**src/rtl/core/cau_pkg.sv**
```systemverilog
`default_nettype none

package cau_pkg;

    // Operation codes
    localparam logic [1:0] OP_ADD = 2'd0;
    localparam logic [1:0] OP_SUB = 2'd1;
    localparam logic [1:0] OP_MUL = 2'd2;
    localparam logic [1:0] OP_DIV = 2'd3;

    // Status codes
    localparam logic [1:0] ST_OK       = 2'd0;
    localparam logic [1:0] ST_MATH_ERR = 2'd1;
    localparam logic [1:0] ST_OVERFLOW = 2'd2;

    // Default format: signed Q16.16
    localparam int DATA_WIDTH_DEF = 32;
    localparam int FRAC_BITS_DEF  = 16;

    // Control that travels with each transaction down the pipeline
    typedef struct packed {
        logic valid;   // transaction present in this stage
        logic div;     // divide operation
        logic dz;      // divisor is exactly zero
        logic neg_re;  // sign of real part
        logic neg_im;  // sign of imaginary part
        logic big_re;  // real quotient does not fit DATA_WIDTH bits
        logic big_im;  // imaginary quotient does not fit DATA_WIDTH bits
    } t_ctl;

endpackage

`default_nettype wire

```
**src/rtl/core/cau_cell.sv**
```systemverilog
`default_nettype none

module cau_cell #(
    parameter int DATA_WIDTH = cau_pkg::DATA_WIDTH_DEF
) (
    input  wire logic                          i_clk,
    input  wire logic                          i_rst_n,
    input  wire cau_pkg::t_ctl                 i_ctl,
    input  wire logic [1:0][2*DATA_WIDTH:0]    i_rem,
    input  wire logic [1:0][DATA_WIDTH-1:0]    i_nlo,
    input  wire logic [1:0][DATA_WIDTH-1:0]    i_q,
    input  wire logic [2*DATA_WIDTH:0]         i_dv,
    output cau_pkg::t_ctl                      o_ctl,
    output logic [1:0][2*DATA_WIDTH:0]         o_rem,
    output logic [1:0][DATA_WIDTH-1:0]         o_nlo,
    output logic [1:0][DATA_WIDTH-1:0]         o_q,
    output logic [2*DATA_WIDTH:0]              o_dv
);

    localparam int W  = DATA_WIDTH;
    localparam int RW = 2 * W + 1;

    logic [1:0][RW-1:0] n_rem;
    logic [1:0][W-1:0]  n_nlo, n_q;
    logic [1:0][RW:0]   n_t, n_diff;
    logic [1:0]         n_ge;
    logic               n_step;

    // One restoring-division step per part: shift in a dividend bit,
    // subtract the divisor when it fits, shift the quotient bit in
    always_comb begin
        n_step = i_ctl.div && !i_ctl.dz;
        for (int p = 0; p < 2; p++) begin
            n_t[p]    = {i_rem[p], i_nlo[p][W-1]};
            n_diff[p] = n_t[p] - {1'b0, i_dv};
            n_ge[p]   = (n_t[p] >= {1'b0, i_dv});
            if (n_step) begin
                n_rem[p] = n_ge[p] ? n_diff[p][RW-1:0] : n_t[p][RW-1:0];
                n_nlo[p] = i_nlo[p] << 1;
                n_q[p]   = {i_q[p][W-2:0], n_ge[p]};
            end else begin
                n_rem[p] = i_rem[p];
                n_nlo[p] = i_nlo[p];
                n_q[p]   = i_q[p];
            end
        end
    end

    // Advance to the neighbor
    always_ff @(posedge i_clk) begin
        if (!i_rst_n) begin
            o_ctl.valid <= 1'b0;
        end else begin
            o_ctl.valid <= i_ctl.valid;
        end
        o_ctl.div    <= i_ctl.div;
        o_ctl.dz     <= i_ctl.dz;
        o_ctl.neg_re <= i_ctl.neg_re;
        o_ctl.neg_im <= i_ctl.neg_im;
        o_ctl.big_re <= i_ctl.big_re;
        o_ctl.big_im <= i_ctl.big_im;
        o_rem        <= n_rem;
        o_nlo        <= n_nlo;
        o_q          <= n_q;
        o_dv         <= i_dv;
    end

endmodule

`default_nettype wire

```
**config.mk**
```make
export PLATFORM = sky130hd
export DESIGN_NAME = cau_cell
export DESIGN_NICKNAME = d
export VERILOG_FILES = /design/src/rtl/core/cau_pkg.sv /design/src/rtl/core/cau_cell.sv
export SDC_FILE = /design/constraint.sdc
export NUM_CORES = 1
export LEC_CHECK = 0
export BUFFER_PORTS_ARGS = -buffer_cell sky130_fd_sc_hd__buf_4
export CORE_AREA = 2 2 256 258
export CTS_CLUSTER_SIZE = 10
export DETAILED_ROUTE_END_ITERATION = 8
export DIE_AREA = 0 0 258 260
export SLEW_MARGIN = 40
export SYNTH_ARGS = -nofsm -noshare
export SYNTH_HDL_FRONTEND = slang
export SYNTH_SLANG_ARGS = --single-unit
```
**constraint.sdc**
```tcl
create_clock -name i_clk -period 3.7 [get_ports i_clk]
set_input_delay 0.555 -clock i_clk [delete_from_list [all_inputs] [get_ports i_clk]]
set_output_delay 0.555 -clock i_clk [all_outputs]
set_load 0.02 [all_outputs]
```
### Word level (Yosys, flattened, before mapping)

Cells that the tools add are included.

* output and inout bits: 330
* flip-flop bits (word level): 330
* word-level logic and storage cells: 30
* input bits: 332

* reduce and logical (&&, ||, !) cells: 2
* multiplexer cells: 8
* $add $sub $neg: 2
* magnitude comparators: 2

Operator list (count)
* two-way mux 65 bit: 4
* >= comparator 66 x 65 -> 1 bit: 2
* subtractor 65 bit: 2
* two-way mux 32 bit: 4
* logical AND 1 bit: 1
* logical NOT 1 bit: 1

### Depth between registers and ports, before layout

* depth in word-level cells: 3
* mapped depth: 18
* gate-level depth less buffers: 15

### Worst setup path after synthesis

No wires, ideal clock.

* kind: input-to-reg
* start: input i_nlo[31] (netlist bit)
* end: register o_rem[50] (netlist bit)
* data arrival time: 3.251 ns
* buffers on the path: 2
* library setup time: 0.119 ns
* setup slack: 0.330 ns
* stages: 17
* data required time: 3.581 ns
* cells stage by stage: inv_1 > ha_1 > inv_1 > fa_1 > a21o_1 > a221oi_2 > a31oi_1 > a21oi_2 > nor3_1 > o21ai_1 > nand2b_1 > a31oi_2 > buf_4 > buf_6 > nor2_1 > a211oi_1 > nor2_1

RTL lines
* from (decl): line cau_cell.sv:10 `input wire logic [1:0][DATA_WIDTH-1:0] i_nlo,`
* to (signal assigned): line cau_cell.sv:62 `o_rem <= n_rem;`
* to (decl): line cau_cell.sv:14 `output logic [1:0][2*DATA_WIDTH:0] o_rem,`

==> results.toml <==
[run_status]
status = "completed"

[global_routing]
grt_max_degree = 112
grt_pass1_vias = 20200
grt_first_pass_wirelength_um = 125000
antenna_found_initial = 8
overflow = 0
gr-usage-all-layers = 0.245

[timing]
slew_violations = 0
finalHoldViolCount = 0
slew_headroom = 0.623
worst_pin_slew_ns = 0.565
rsz0062_at_grt = "no"
setup_viol = 0
hold_ws_ns = 0.0841
post-route-period-util = 0.948
max_freq_ghz = 0.285
min_period_ns = 3.51
finalSetupTns_ns = 0

[setup_path]
criticalPathCategory = "in2reg"
end_kind = "flip-flop"
cp-start-kind = "primary input"
critPathArrivalTime_ns = 4.00
cp-endpoint = "o_rem[116]$_DFF_P_"
cp_max_fo = 50
critPathLaunch = "i_nlo[63]"
crit_required_ns = 4.19

[clocking]
cts_hold_buf = 0
cts_made_buffers = 43
cts_tree = "done"
postCtsSetupBuffers = 0
clk_pin_slew_worst_paths_ns = 0.05
cts_sinks = 330
clockRootBuffer = "clkbuf_16"
ctsResizeCount = 0
htree_levels = 2
cts.path.max_buffers = 3

[hold_path]
hold_path_class = "in2reg"
hold_path_depth = 1

[yosys]
synth_enable_flop_cells = 0
synth.distinct_cells = 71
synth-main-ff-cell = "dfxtp_1"
synthCells = 2548
syn_area_um2 = 19000
synth_seq_area_share = 0.349
ys_seq_elements = 330
synthesis.nets = 3012
yosysWarnings = 0
synth.avg_cell_area_um2 = 7.44
synthArstFlopShare = 0

[detailed_routing]
drc = 0
wirelength_um = 86600
vias = 20700
drt_iter0_markers = 1363
avgViaCountPerCell = 4.88
ant_nets = 0
wl_per_cell_um = 20.4
first_pass_iters = 5

[floorplanning]
core_um2 = 64100
die_h_um = 260
num_io_pins = 662
die_x_um = 258
core.rowCount = 93
die-area_um2 = 67100
start_util = 0.296

[final_layout]
area_delta_synth_final_pct = 47.2
layout_common_cells = "902 x buf_4, 642 x nand2_1, 330 x dfxtp_1"
drive_gt1_frac = 0.297
final_cell_area_um2 = 27900
nNetsFinal = 3835
final_common_cell = "buf_4"
final_cells = 4251

[pwr]
p_int_mw = 8.05
p_seq_frac = 0.331
pwr-share-clk = 0.343
ir_worst_vdd_mv = 0.323
p_switching_mw = 3.93
total_power_mw = 12.0
pwr-share-comb = 0.325
p_sw_frac = 0.328
p_leak_nw = 13.9
power_density_nw_per_um2 = 429

[placed_design]
io_buffers = 661
dpl.hpwl_um = 71900
place_area_um2 = 26500
place_congestion = 0.974
dp.cells = 4181

[run]
drv_cap = 0
[worst max-delay path, stage by stage]
cell	delay [ns]
buf_4	0.09
inv_1	0.04
ha_1	0.22
inv_1	0.08
fa_1	0.18
a21oi_1	0.11
o211ai_1	0.36
a31oi_2	0.21
buf_4	0.18
buf_4	0.13
o21ai_2	0.19
o2bb2ai_4	0.18
nand4_4	0.20
a21oi_4	0.21
o21ai_4	0.08
and2_2	0.22
buf_12	0.17
or3b_1	0.39
a31oi_1	0.15
[metal layers]
layer,GRT usage,share of wire
met5,0,0.00072
met4,0.107,0.044
met3,0.0609,0.066
met2,0.448,0.51
met1,0.268,0.38
[worst min-delay path by stage]
stage                   from                to
floorplan           i_ctl[0]  o_ctl[0]$_DFF_P_
global placement    i_ctl[2]  o_ctl[2]$_DFF_P_
detailed placement  i_ctl[1]  o_ctl[1]$_DFF_P_
CTS                 i_ctl[1]  o_ctl[1]$_DFF_P_
global route        i_ctl[1]  o_ctl[1]$_DFF_P_
finish              i_ctl[1]  o_ctl[1]$_DFF_P_
[synthesized netlist by cell type (all sizes together) (36+ instances only)]
| library cell | instances | area share |
|---|---|---|
| nand2 | 643 | 0.13 |
| dfxtp | 330 | 0.35 |
| a21oi | 246 | 0.066 |
| nor2 | 189 | 0.037 |
| o21ai | 154 | 0.041 |
| ha | 130 | 0.086 |
| clkbuf | 102 | 0.020 |
| inv | 97 | 0.019 |
| a21o | 74 | 0.029 |
| xnor2 | 67 | 0.031 |
| a31oi | 66 | 0.022 |
| xor2 | 50 | 0.023 |
| nand4 | 44 | 0.015 |
| nand3 | 42 | 0.011 |
| buf | 36 | 0.011 |
[cell type report]
class / instances / area, µm²
diodes: 4 / 10.0
clock buffers: 58 / 1180
clock inverters: 8 / 163
fillers: 6564 / 36200
inverters: 97 / 364
multi-input cells: 1983 / 11500
flip-flops and latches: 330 / 6610
well taps: 855 / 1070
repair buffers: 916 / 7050
[cell families (layout without fill, tap and decap cells)]
kind of cell,after synthesis,in the layout,share of synthesized area
compound gates,674,674,0.217
xor+xnor,117,117,0.0541
fa+ha+maj,132,132,0.0879
buf+inv,235,1079,0.0504
flops,330,330,0.349
mux,21,21,0.0112
other cells,0,4,0
simple gates,1039,1039,0.231
[registers in the layout, summed over array words and instances (netlist names)]
register,count
o_rem,130
o_dv,65
o_nlo,64
o_q,64
o_ctl,7
[per-stage QoR]
| stage | worst slack [ns] | util |
|---|---|---|
| floorplan | 0.330 | - |
| CTS | 0.0311 | 0.435 |
| finish | 0.191 | 0.435 |
| global placement | -0.533 | 0.414 |
| global route | 0.0181 | 0.435 |
| detailed placement | -0.546 | 0.414 |
[power by group through the flow]
stage	Sequential, mW	Clock [mW]	Combinational, mW
final	3.97	4.11	3.89
after global routing	3.99	4.36	4.21
after CTS	3.97	4.22	3.90
after detailed placement	4.04	0	3.87
after global placement	4.04	0	3.88
after floorplan	4.43	0	1.69
Note: power is estimated with default switching activity, not from simulation.
