## config.mk

```make
export PLATFORM = sky130hd
export DESIGN_NAME = cau_back
export DESIGN_NICKNAME = d
export VERILOG_FILES = /design/src/rtl/core/cau_pkg.sv /design/src/rtl/core/cau_back.sv
export SDC_FILE = /design/constraint.sdc
export NUM_CORES = 1
export LEC_CHECK = 0
export BUFFER_PORTS_ARGS = -buffer_cell sky130_fd_sc_hd__clkbuf_2
export CAP_MARGIN = 0
export CORE_ASPECT_RATIO = 1.2
export CORE_MARGIN = 5
export CORE_UTILIZATION = 50
export DETAILED_ROUTE_END_ITERATION = 8
export PLACE_DENSITY_LB_ADDON = 0.3
export SYNTH_ARGS = -nofsm -noshare
export SYNTH_HDL_FRONTEND = slang
export SYNTH_SLANG_ARGS = --single-unit
```

## constraint.sdc

```tcl
create_clock -name i_clk -period 9.52 [get_ports i_clk]
set_input_delay 0.952 -clock i_clk [delete_from_list [all_inputs] [get_ports i_clk]]
set_output_delay 0.952 -clock i_clk [all_outputs]
set_load 0.005 [all_outputs]
```

## src/rtl/core/cau_pkg.sv

```systemverilog
`default_nettype none

package cau_pkg;

    // Operation codes
    localparam logic [1:0] OP_ADD = 2'd0;
    localparam logic [1:0] OP_SUB = 2'd1;
    localparam logic [1:0] OP_MUL = 2'd2;
    localparam logic [1:0] OP_DIV = 2'd3;

    // Status codes
    localparam logic [1:0] ST_OK       = 2'd0;
    localparam logic [1:0] ST_MATH_ERR = 2'd1;
    localparam logic [1:0] ST_OVERFLOW = 2'd2;

    // Default format: signed Q16.16
    localparam int DATA_WIDTH_DEF = 32;
    localparam int FRAC_BITS_DEF  = 16;

    // Control that travels with each transaction down the pipeline
    typedef struct packed {
        logic valid;   // transaction present in this stage
        logic div;     // divide operation
        logic dz;      // divisor is exactly zero
        logic neg_re;  // sign of real part
        logic neg_im;  // sign of imaginary part
        logic big_re;  // real quotient does not fit DATA_WIDTH bits
        logic big_im;  // imaginary quotient does not fit DATA_WIDTH bits
    } t_ctl;

endpackage

`default_nettype wire

```

## src/rtl/core/cau_back.sv

```systemverilog
`default_nettype none

module cau_back #(
    parameter int DATA_WIDTH = cau_pkg::DATA_WIDTH_DEF
) (
    input  wire logic                          i_clk,
    input  wire logic                          i_rst_n,
    input  wire cau_pkg::t_ctl                 i_ctl,
    input  wire logic [1:0][2*DATA_WIDTH:0]    i_rem,
    input  wire logic [1:0][DATA_WIDTH-1:0]    i_q,
    output logic                               o_done,
    output logic signed [DATA_WIDTH-1:0]       o_result_re,
    output logic signed [DATA_WIDTH-1:0]       o_result_im,
    output logic [1:0]                         o_status
);

    localparam int W  = DATA_WIDTH;
    localparam int RW = 2 * W + 1;
    localparam logic [RW-1:0] LIM  = RW'(1) << (W - 1);
    localparam logic [W-1:0]  SMAX = {1'b0, {(W-1){1'b1}}};
    localparam logic [W-1:0]  SMIN = {1'b1, {(W-1){1'b0}}};

    logic [1:0][RW-1:0] n_mag;
    logic [1:0]         n_neg, n_big, n_sat;
    logic [1:0][W-1:0]  n_val;
    logic [1:0]         n_status;
    logic               r_done;
    logic [W-1:0]       r_re, r_im;
    logic [1:0]         r_status;

    // Pick the magnitude, then saturate to the output format
    always_comb begin
        n_neg[0] = i_ctl.neg_re;
        n_neg[1] = i_ctl.neg_im;
        n_big[0] = i_ctl.big_re;
        n_big[1] = i_ctl.big_im;
        for (int p = 0; p < 2; p++) begin
            if (i_ctl.div) begin
                n_mag[p] = n_big[p] ? {RW{1'b1}} : RW'(i_q[p]);
            end else begin
                n_mag[p] = i_rem[p];
            end
            if (n_neg[p]) begin
                n_sat[p] = (n_mag[p] > LIM);
                n_val[p] = n_sat[p] ? SMIN : W'(-n_mag[p]);
            end else begin
                n_sat[p] = (n_mag[p] >= LIM);
                n_val[p] = n_sat[p] ? SMAX : n_mag[p][W-1:0];
            end
        end
        if (i_ctl.dz) begin
            n_val    = '0;
            n_status = cau_pkg::ST_MATH_ERR;
        end else if (n_sat != 2'b00) begin
            n_status = cau_pkg::ST_OVERFLOW;
        end else begin
            n_status = cau_pkg::ST_OK;
        end
    end

    always_ff @(posedge i_clk) begin
        if (!i_rst_n) begin
            r_done <= 1'b0;
        end else begin
            r_done <= i_ctl.valid;
        end
        r_re     <= n_val[0];
        r_im     <= n_val[1];
        r_status <= n_status;
    end

    assign o_done      = r_done;
    assign o_result_re = r_re;
    assign o_result_im = r_im;
    assign o_status    = r_status;

endmodule

`default_nettype wire

```

Yosys cells after proc, flatten, opt, wreduce, memory -nomap -nowiden --
Index checks and enable logic that the tools add are counted. W data, S select, Z words.
Word-level totals: logic and storage cells 24, register bits after elaboration 67, output and inout bits 67
Cells by class: order comparisons 4, multiplexer cells 13, add/subtract/negate cells 2, reduce and logical (&&, ||, !) cells 1
Operator list (count):
- $mux W65 | 4
- $mux W32 | 6
- $ge A65 B32 Y1 const B | 2
- $gt A65 B32 Y1 const B | 2
- $neg A32 Y32 | 2
- $mux W1 | 2
- $mux W2 | 1
- $reduce_bool A2 Y1 | 1

Longest topological paths before layout --
Gate-level depths: netlist of the first run.
word-level depth 6, gate-level depth with buffers 16, gate-level depth less buffers 9

Worst setup path after synthesis of the first run --
No wires, ideal clock.
path kind input to register, start point input i_ctl[5] (netlist bit), end point register r_im[26], in the netlist o_result_im[26], setup time 95 ps, path buffers 8, arrival 4031 ps, stages on the path 16, data required time 9425 ps, slack 5394 ps, cells stage by stage buf_4 -> buf_2 -> buf_2 -> buf_2 -> buf_2 -> buf_1 -> buf_1 -> o22ai_1 -> ha_1 -> o21a_1 -> nand3_1 -> nor4b_1 -> o211a_1 -> o21ai_1 -> buf_2 -> a221oi_1
On the way: cells in the longest elaborated chain, start to end 4, elaborated cells between the ends (all ways) 7, those cells by class add/sub (1); order compare (2); mux (4)
RTL lines:
- start: declaration | RTL line cau_back.sv:8 | input wire cau_pkg::t_ctl i_ctl,
- $mux W65 * | RTL line cau_back.sv:38 | if (i_ctl.div) begin
- $ge A65 B32 Y1 (tied with other cells) | RTL line cau_back.sv:47 | n_sat[p] = (n_mag[p] >= LIM);
- $mux W32 (on tied branches) | RTL line cau_back.sv:48, cau_back.sv:45
- $mux W32 * | RTL line cau_back.sv:43 | if (n_neg[p]) begin
- end signal: assignment | RTL line cau_back.sv:68 | r_im <= n_val[1];
- end: declaration | RTL line cau_back.sv:28 | logic [W-1:0] r_re, r_im;
Mark *: on every way between the ends. The rest lies on a longest branch, timed or not. A chain may end at the register's enable or synchronous reset.

Worst setup path after layout of the first run --
start point input i_ctl[5] (netlist bit), end point register r_im[25], in the netlist o_result_im[25]
The elaborated chain is that of the path after synthesis.

==> results_dict.tcl, run 1 <==
set metrics [dict create \
    outcome "finished clean" \
    start_kind "primary input" \
    first_pass_iters 8 \
    dominantRegCellSynth "dfxtp_1" \
    dp.cells 1036 \
    fmax_mhz 237 \
    cts_sinks 67 \
    die_y_um 121 \
    grtUsageTotal_pct 30.3 \
    worst_path_most_repeated_cell "buf_4" \
    arrival_ns 4.44 \
    ys_seq_elements 67 \
    area_growth_pct 31.4 \
    rows 40 \
    synth_compound_area_share_pct 27.9 \
    fill_cells 888 \
    slowest_stage "nor4b_1" \
    synth_nets 893 \
    yosysSeqAreaShare_pct 26.2 \
    drc 0 \
    power.density_nw_per_um2 125 \
    h-tree-depth 3 \
    place.port_buffers 269 \
    fin_hold_ws_ns 0.820 \
    ant_nets 0 \
    tns_ns 0 \
    whs_path_depth 2 \
    initial_core_util_pct 51.2 \
    finalWeightedCongestion 0.986 \
    path_buf_inv 3 \
    maxCapViolCount 0 \
    yosysWarnings 0 \
    cp_top_family "buffers and inverters" \
    tightest_slew_ns 0.958 \
    hold_viol 0 \
    synth_top_cell_by_area "dfxtp_1" \
    synth.area.top_cells "dfxtp_1, a21oi_1, nor3_1" \
    period_needed_ns 4.21 \
    rsz0062_at_grt "no" \
    critPathKind "in -> reg" \
    avgSynthCellArea_um2 7.45 \
    grt_max_degree 87 \
    die_x_um 102 \
    overflow 0 \
    endpoint "o_result_im[25]" \
    cts_hold_buffers 0 \
    crit_fanout 65 \
    crit_required_ns 9.75 \
    first_global_vias 6107 \
    drive_above_1_share_pct 34.5 \
    ctsResizeCount 0 \
    clk_path_buf_depth 2 \
    cts_tree "yes" \
    drt-vias-per-instance 6.11 \
    cts_buffers 9 \
    core-area_um2 10000 \
    antenna_found_initial 0 \
    wl_um 19500 \
    crit_start "i_ctl[5]" \
    synth_edf_count 0 \
    synth_top_family_by_area "simple AND/OR/NAND/NOR gates" \
    synth_area_um2 5120 \
    relSlewSlack_pct 35.6 \
    slew_viol_final 0 \
    synth_commonest_cells "dfxtp_1, nor2_1, a21oi_1, nand2_1, nor3_1" \
    stdcell_count 1051 \
    drtIter0Drc 395 \
    wire_per_inst_um 18.6 \
    clk_root_buffer_cell "clkbuf_16" \
    die-area_um2 12400 \
    synth_fa_ha_area_share_pct 0.489 \
    cp.depth 9 \
    post_cts_buffers 0 \
    dpl.hpwl_um 15100 \
    grt_pass1_wl_um 30300 \
    max_stage_delay_ns 0.70 \
    yosys.area_share.simple_pct 31.3 \
    synth_cell_type_count 63 \
    synth_cells 688 \
    hp-class "in -> reg" \
    crit_path_end_kind "flop" \
    async_reset_ff_share_pct 0 \
    synth-xor-area-share_pct 6.16 \
    cp_cell_sequence "buf_4, clkinv_1, a21oi_1, nand3_1, nor4b_1, o211a_1, o21ai_1, buf_4, a221oi_1" \
    synth_top_area_share_pct 26.2 \
    antenna_cells 0 \
    irDropWorstVdd_mv 0.0869 \
    num_vias 6421 \
    p_leak_nw 2.92 \
    nNetsFinal 1126 \
    io-pin-count 270 \
    synthMuxAreaShare_pct 2.42 \
    setup_viol 0 \
    clkTransAtPathRegs_ns 0.06 \
    min_period_over_period_pct 44.3 \
    yosys.cell_count.top_type "dfxtp_1" \
]
[registers in the layout (all words and copies together), names as in the netlist]
register     flops
o_done           1
o_result_im     32
o_status         2
o_result_re     32
[routing by layer]
| layer | vias up | routed length [um] | track usage, % |
|---|---|---|---|
| met5 | - | 0 | 0 |
| met4 | 0 | 589 | 11.8 |
| met3 | 62 | 1890 | 5.06 |
| met2 | 401 | 9490 | 50.9 |
| met1 | 2887 | 7560 | 38.2 |
| li1 | 3071 | - | - |
[power breakdown]
group | switching (W) | internal [W]
Combinational | 0.000118 | 0.0000864
Clock | 0.000119 | 0.000215
Sequential | 0.00000595 | 0.000298
[layout make-up]
class,count,area [um2],share of cell area (%)
sequential,67,1340,19.9
clock inverter,2,35.0,0.521
tap,126,158,2.34
timing repair buffer,275,1390,20.7
clock buffer,13,260,3.87
inverter,12,45.0,0.669
multi-input combinational,556,3500,52.0
[through the flow]
step	setup WS [ns]	util (%)	area (um2)	power (W)
2_1_floorplan	5.39	-	5120	0.000419
4_1_cts	5.34	67.2	6730	0.000842
5_1_grt	5.00	67.2	6730	0.000878
3_5_place_dp	5.00	64.3	6430	0.000509
3_3_place_gp	5.08	64.3	6430	0.000508
6_report	5.31	67.2	6730	0.000842
[logic make-up after synthesis]
logic type               after synthesis
AND/OR/NAND/NOR                      297
AO/OA/AOI/OAI                        209
flip-flops                            67
buffers and inverters                 65
XOR/XNOR                              36
multiplexers                          12
adder cells (fa/ha/maj)                2
[worst min-delay path by stage]
stage          startpoint          end  slack, ns
3_3_place_gp     i_ctl[6]       o_done       1.15
6_report         i_ctl[6]       o_done       0.82
3_5_place_dp     i_ctl[6]       o_done       1.15
4_1_cts          i_ctl[6]       o_done       0.81
5_1_grt          i_ctl[6]       o_done       0.83
2_1_floorplan    i_ctl[4]  o_status[0]       0.98
[placed cells by master (no fill, tap or decap), types with 11 or more instances in the layout]
cell type | netlist | layout
nor4_1 | 19 | 19
o21ai_0 | 29 | 29
nor3_1 | 50 | 50
or3_1 | 18 | 18
a211oi_2 | 11 | 11
dfxtp_1 | 67 | 67
nor2_1 | 66 | 66
xnor2_1 | 18 | 18
nor4b_1 | 17 | 17
xor2_1 | 18 | 18
nand2_1 | 53 | 53
a21oi_1 | 60 | 60
nand3_1 | 17 | 17
clkbuf_2 | 0 | 268
o22ai_1 | 34 | 34
Note: power is estimated with default switching activity, not from simulation.
==> inputs of run 2 (changes only) <==
CORE_UTILIZATION = 42   (was 50)
clock period = 3.6 ns   (was 9.52 ns; I/O delays follow)
==> results_dict.tcl, run 2 (synthesized netlist as in run 1, its figures left out) <==
set metrics [dict create \
    outcome "finished clean" \
    arrival_ns 3.24 \
    setup_viol 0 \
    drc 0 \
    drive_above_1_share_pct 36.4 \
    clkPwrFrac_pct 39.4 \
    start_kind "primary input" \
    first_pass_iters 5 \
    p_switching_w 0.000653 \
    preCtsSetupSlack_ns 0.298 \
    switching_share_pct 29.0 \
    clk_path_buf_depth 2 \
    nNetsFinal 1154 \
    grt_pass1_wl_um 30300 \
    max_stage_delay_ns 0.40 \
    worst_path_most_repeated_cell "buf_4" \
    stdcell_count 1114 \
    fin_hold_ws_ns 0.227 \
    dpl.hpwl_um 15800 \
    crit_required_ns 3.84 \
    initial_core_util_pct 42.5 \
    crit_path_end_kind "flop" \
    period_needed_ns 3.00 \
    area_growth_pct 36.6 \
    clkTransAtPathRegs_ns 0.06 \
    wire_per_inst_um 18.2 \
    dp.cells 1099 \
    fmax_mhz 333 \
    power.density_nw_per_um2 322 \
    layout_common_cells "clkbuf_2, dfxtp_1, nor2_1, a21oi_1, nand2_1" \
    clk_root_buffer_cell "clkbuf_16" \
    irDropWorstVdd_mv 0.216 \
    critPathKind "in -> reg" \
    die_y_um 131 \
    power.total_w 0.00226 \
    fin_ws_ns 0.599 \
    overflow 0 \
    rows 44 \
    rsz0062_at_grt "no" \
    h-tree-depth 3 \
    grtUsageTotal_pct 25.6 \
    seqCellArea_um2 1340 \
    num_vias 6479 \
    post_cts_buffers 0 \
    slew_viol_final 0 \
    p_leak_nw 3.07 \
    die-area_um2 14500 \
    crit_fanout 49 \
    relSlewSlack_pct 58.1 \
    ant_nets 0 \
    cts_buffers 9 \
    slowest_stage "nor4_2" \
    maxCapViolCount 0 \
    finalWeightedCongestion 0.953 \
    hold_viol 0 \
    core-area_um2 12100 \
    tightest_slew_ns 0.626 \
    multiInputGateArea_um2 3500 \
    drt-vias-per-instance 5.82 \
    min_period_over_period_pct 83.4 \
    p_int_w 0.00160 \
    cts_tree "yes" \
    final_common_cell "clkbuf_2" \
    antenna_found_initial 0 \
    hp-class "in -> reg" \
    cts_sinks 67 \
    wl_um 20200 \
    power_frac_seq_pct 35.6 \
    io-pin-count 270 \
    fill_cells 1176 \
    drtIter0Drc 507 \
    die_x_um 111 \
    ctsResizeCount 0 \
    first_global_vias 6011 \
    cp_cell_sequence "buf_4, buf_4, nand2b_1, buf_4, o22ai_1, ha_1, nand4b_1, nor4_2, o21ai_2, a21o_4, a311oi_1" \
    cts_hold_buffers 0 \
    comb_power_share_pct 25.0 \
    grt_max_degree 54 \
    antenna_cells 0 \
    tns_ns 0 \
    place.port_buffers 269 \
]
run 2: cell count changes in the layout (fill, tap and decap cells not counted), sizes merged:
cell,delta
buf,+28
run 2: power groups by stage:
stage / registers (W) / clock network (W) / logic, W
final: 0.000803 / 0.000889 / 0.000564
after global placement: 0.000819 / 0 / 0.000551
after floorplan: 0.000821 / 0 / 0.000288
after global routing: 0.000806 / 0.000929 / 0.000615
after CTS: 0.000803 / 0.000903 / 0.000558
after detailed placement: 0.000817 / 0 / 0.000554
run 2: final cells by class:
cell class	instances	share of cell area (%)
clock buffer	13	3.72
clock inverter	2	0.501
multi-input combinational	556	50.0
sequential	67	19.2
timing repair buffer	303	23.1
tap	161	2.88
inverter	12	0.644
run 2: layer usage:
layer / GRT usage [%] / vias to the layer above / routed length, um
li1: - / 3126 / -
met1: 31.9 / 2966 / 7910
met2: 43.8 / 328 / 10100
met3: 3.68 / 59 / 1480
met4: 12.5 / 0 / 709
met5: 0 / - / 0
run 2: worst paths after layout:
check                 startpoint         endpoint  slack [ns]  cells past startpoint
worst min-delay path    i_ctl[6]           o_done        0.23                      2
worst max-delay path    i_ctl[5]  o_result_re[18]        0.60                     11
run 2: through the flow:
stage / instance area [um2] / util, %
4_1_cts: 7000 / 58.0
3_5_place_dp: 6700 / 55.6
3_3_place_gp: 6700 / 55.6
5_1_grt: 7000 / 58.0
6_report: 7000 / 58.0
2_1_floorplan: 5120 / -
run 2: critical path: cells and delay by family:
family	cells	cell delay (ns)
compound gates	4	0.98
simple gates	3	0.71
fa+ha+maj	1	0.29
buf+inv	3	0.85
==> inputs of run 3 (changes only) <==
ABC_AREA = 1   (was not set)
CORE_UTILIZATION = 45   (was 42)
clock period = 2.4 ns   (was 3.6 ns; I/O delays follow)
==> results_dict.tcl, run 3 <==
set metrics [dict create \
    outcome "finished clean" \
    h-tree-depth 3 \
    cts_tree "yes" \
    clk_root_buffer_cell "clkbuf_16" \
    synth_commonest_cells "nand2_1, nor2_1, inv_1, nand3_1, o21ai_0" \
    critPathKind "in -> reg" \
    first_pass_iters 5 \
    drtIter0Drc 667 \
    overflow 0 \
    min_period_over_period_pct 89.0 \
    wire_per_inst_um 16.5 \
    core-area_um2 14300 \
    yosys.cell_count.top_type "nand2_1" \
    synth_area_um2 6490 \
    drt-vias-per-instance 5.21 \
    period_needed_ns 2.14 \
    die-area_um2 16900 \
    synth_top_cell_by_area "dfxtp_1" \
    dominantRegCellSynth "dfxtp_1" \
    area_growth_pct 39.6 \
    drc 0 \
    drive_above_1_share_pct 31.5 \
    clk_path_buf_depth 2 \
    place.port_buffers 269 \
    io-pin-count 270 \
    yosysWarnings 0 \
    final_util_pct 63.4 \
    synth_cells 1157 \
    slew_viol_final 0 \
    ctsResizeCount 0 \
    cts_hold_buffers 0 \
    grtUsageTotal_pct 32.4 \
    synth_edf_count 0 \
    cts_sinks 67 \
    power.total_w 0.00365 \
    antenna_found_initial 0 \
    final_common_cell "nand2_1" \
    wl_um 27900 \
    setup_viol 0 \
    arrival_ns 2.39 \
    power.density_nw_per_um2 403 \
    preCtsSetupSlack_ns -0.0323 \
    ant_nets 0 \
    tightest_slew_ns 0.799 \
    die_x_um 120 \
    rows 48 \
    synth_cell_type_count 34 \
    hold_viol 0 \
    dpl.hpwl_um 23200 \
    irDropWorstVdd_mv 0.261 \
    start_kind "primary input" \
    crit_required_ns 2.65 \
    num_vias 8804 \
    yosysSeqAreaShare_pct 20.7 \
    rsz0062_at_grt "no" \
    synth.area.top_cells "dfxtp_1, nand2_1, nor2_1" \
    initial_core_util_pct 45.4 \
    hp-class "in -> reg" \
    fill_cells 1475 \
    die_y_um 142 \
    relSlewSlack_pct 46.7 \
    nNetsFinal 1716 \
    async_reset_ff_share_pct 0 \
    fin_ws_ns 0.263 \
    synth_nets 1362 \
    ys_seq_elements 67 \
    grt_pass1_wl_um 43400 \
    fmax_mhz 468 \
    first_global_vias 8461 \
    post_cts_buffers 0 \
    maxCapViolCount 0 \
    avgSynthCellArea_um2 5.61 \
    cts_buffers 9 \
    layout_common_cells "nand2_1, clkbuf_2, nor2_1, buf_4, inv_1" \
    clkTransAtPathRegs_ns 0.07 \
    synth_top_area_share_pct 20.7 \
    finalWeightedCongestion 1.07 \
    p_leak_nw 4.70 \
    crit_fanout 20 \
    grt_max_degree 41 \
    crit_path_end_kind "flop" \
    antenna_cells 0 \
]
run 3: through the flow:
stage / area (um2) / hold WS [ns] / TNS [ns] / cells
2_1_floorplan: 6490 / 0.268 / 0 / 1157
3_3_place_gp: 8750 / 0.417 / -0.113 / 1675
3_5_place_dp: 8750 / 0.423 / -0.0638 / 1675
4_1_cts: 9060 / 0.0659 / 0 / 1691
5_1_grt: 9060 / 0.0934 / 0 / 1691
6_report: 9060 / 0.0734 / 0 / 1691
run 3: cell families after synthesis:
| logic type | share of synthesized area [%] |
|---|---|
| fa+ha+maj | 0.386 |
| xor+xnor | 2.43 |
| simple gates | 51.3 |
| flops | 20.7 |
| buf+inv | 12.5 |
| compound gates | 12.7 |
run 3: metal layers:
metal / wire, um / vias to the layer above / global-route usage [%] / share of wire (%)
met5: 0 / - / 0 / 0
met4: 1340 / 0 / 15.4 / 4.8
met3: 1670 / 71 / 4.63 / 6.0
met2: 13900 / 411 / 58.5 / 50
met1: 11000 / 3942 / 37.5 / 39
li1: - / 4380 / - / -
run 3: path summary, 6_finish.rpt:
check / start / endpoint / slack [ns] / cells past startpoint
worst max-delay path: i_ctl[5] / o_result_re[30] / 0.26 / 16
worst min-delay path: i_ctl[6] / o_done / 0.07 / 3
run 3: area by class of cell:
| cell class | instances | area, um2 | area share (%) |
|---|---|---|---|
| well taps | 175 | 219 | 2.42 |
| multi-input cells | 913 | 4330 | 47.9 |
| inverters | 121 | 454 | 5.02 |
| flip-flops and latches | 67 | 1340 | 14.8 |
| clock inverters | 7 | 82.6 | 0.912 |
| repair buffers | 399 | 2400 | 26.5 |
| clock buffers | 9 | 225 | 2.49 |
run 3: critical path, cell delays in order:
cell     delay (ns)
buf_4          0.13
buf_4          0.20
buf_4          0.16
or2_2          0.28
nand2_1        0.13
nand2_1        0.10
nor2_1         0.16
buf_4          0.13
nand2_1        0.06
nor2_1         0.30
nand2_1        0.09
nand2_1        0.07
nand2_1        0.04
inv_1          0.04
nand3_1        0.06
a21oi_1        0.18
run 3: where the power goes:
part / total, W / internal, W / switching, W / leakage [nW]
sequential: 0.00120 / 0.00117 / 0.0000230 / 0.559
clock: 0.00141 / 0.000823 / 0.000587 / 0.145
combinational: 0.00104 / 0.000453 / 0.000591 / 3.99
total: 0.00365 / 0.00245 / 0.00120 / 4.70
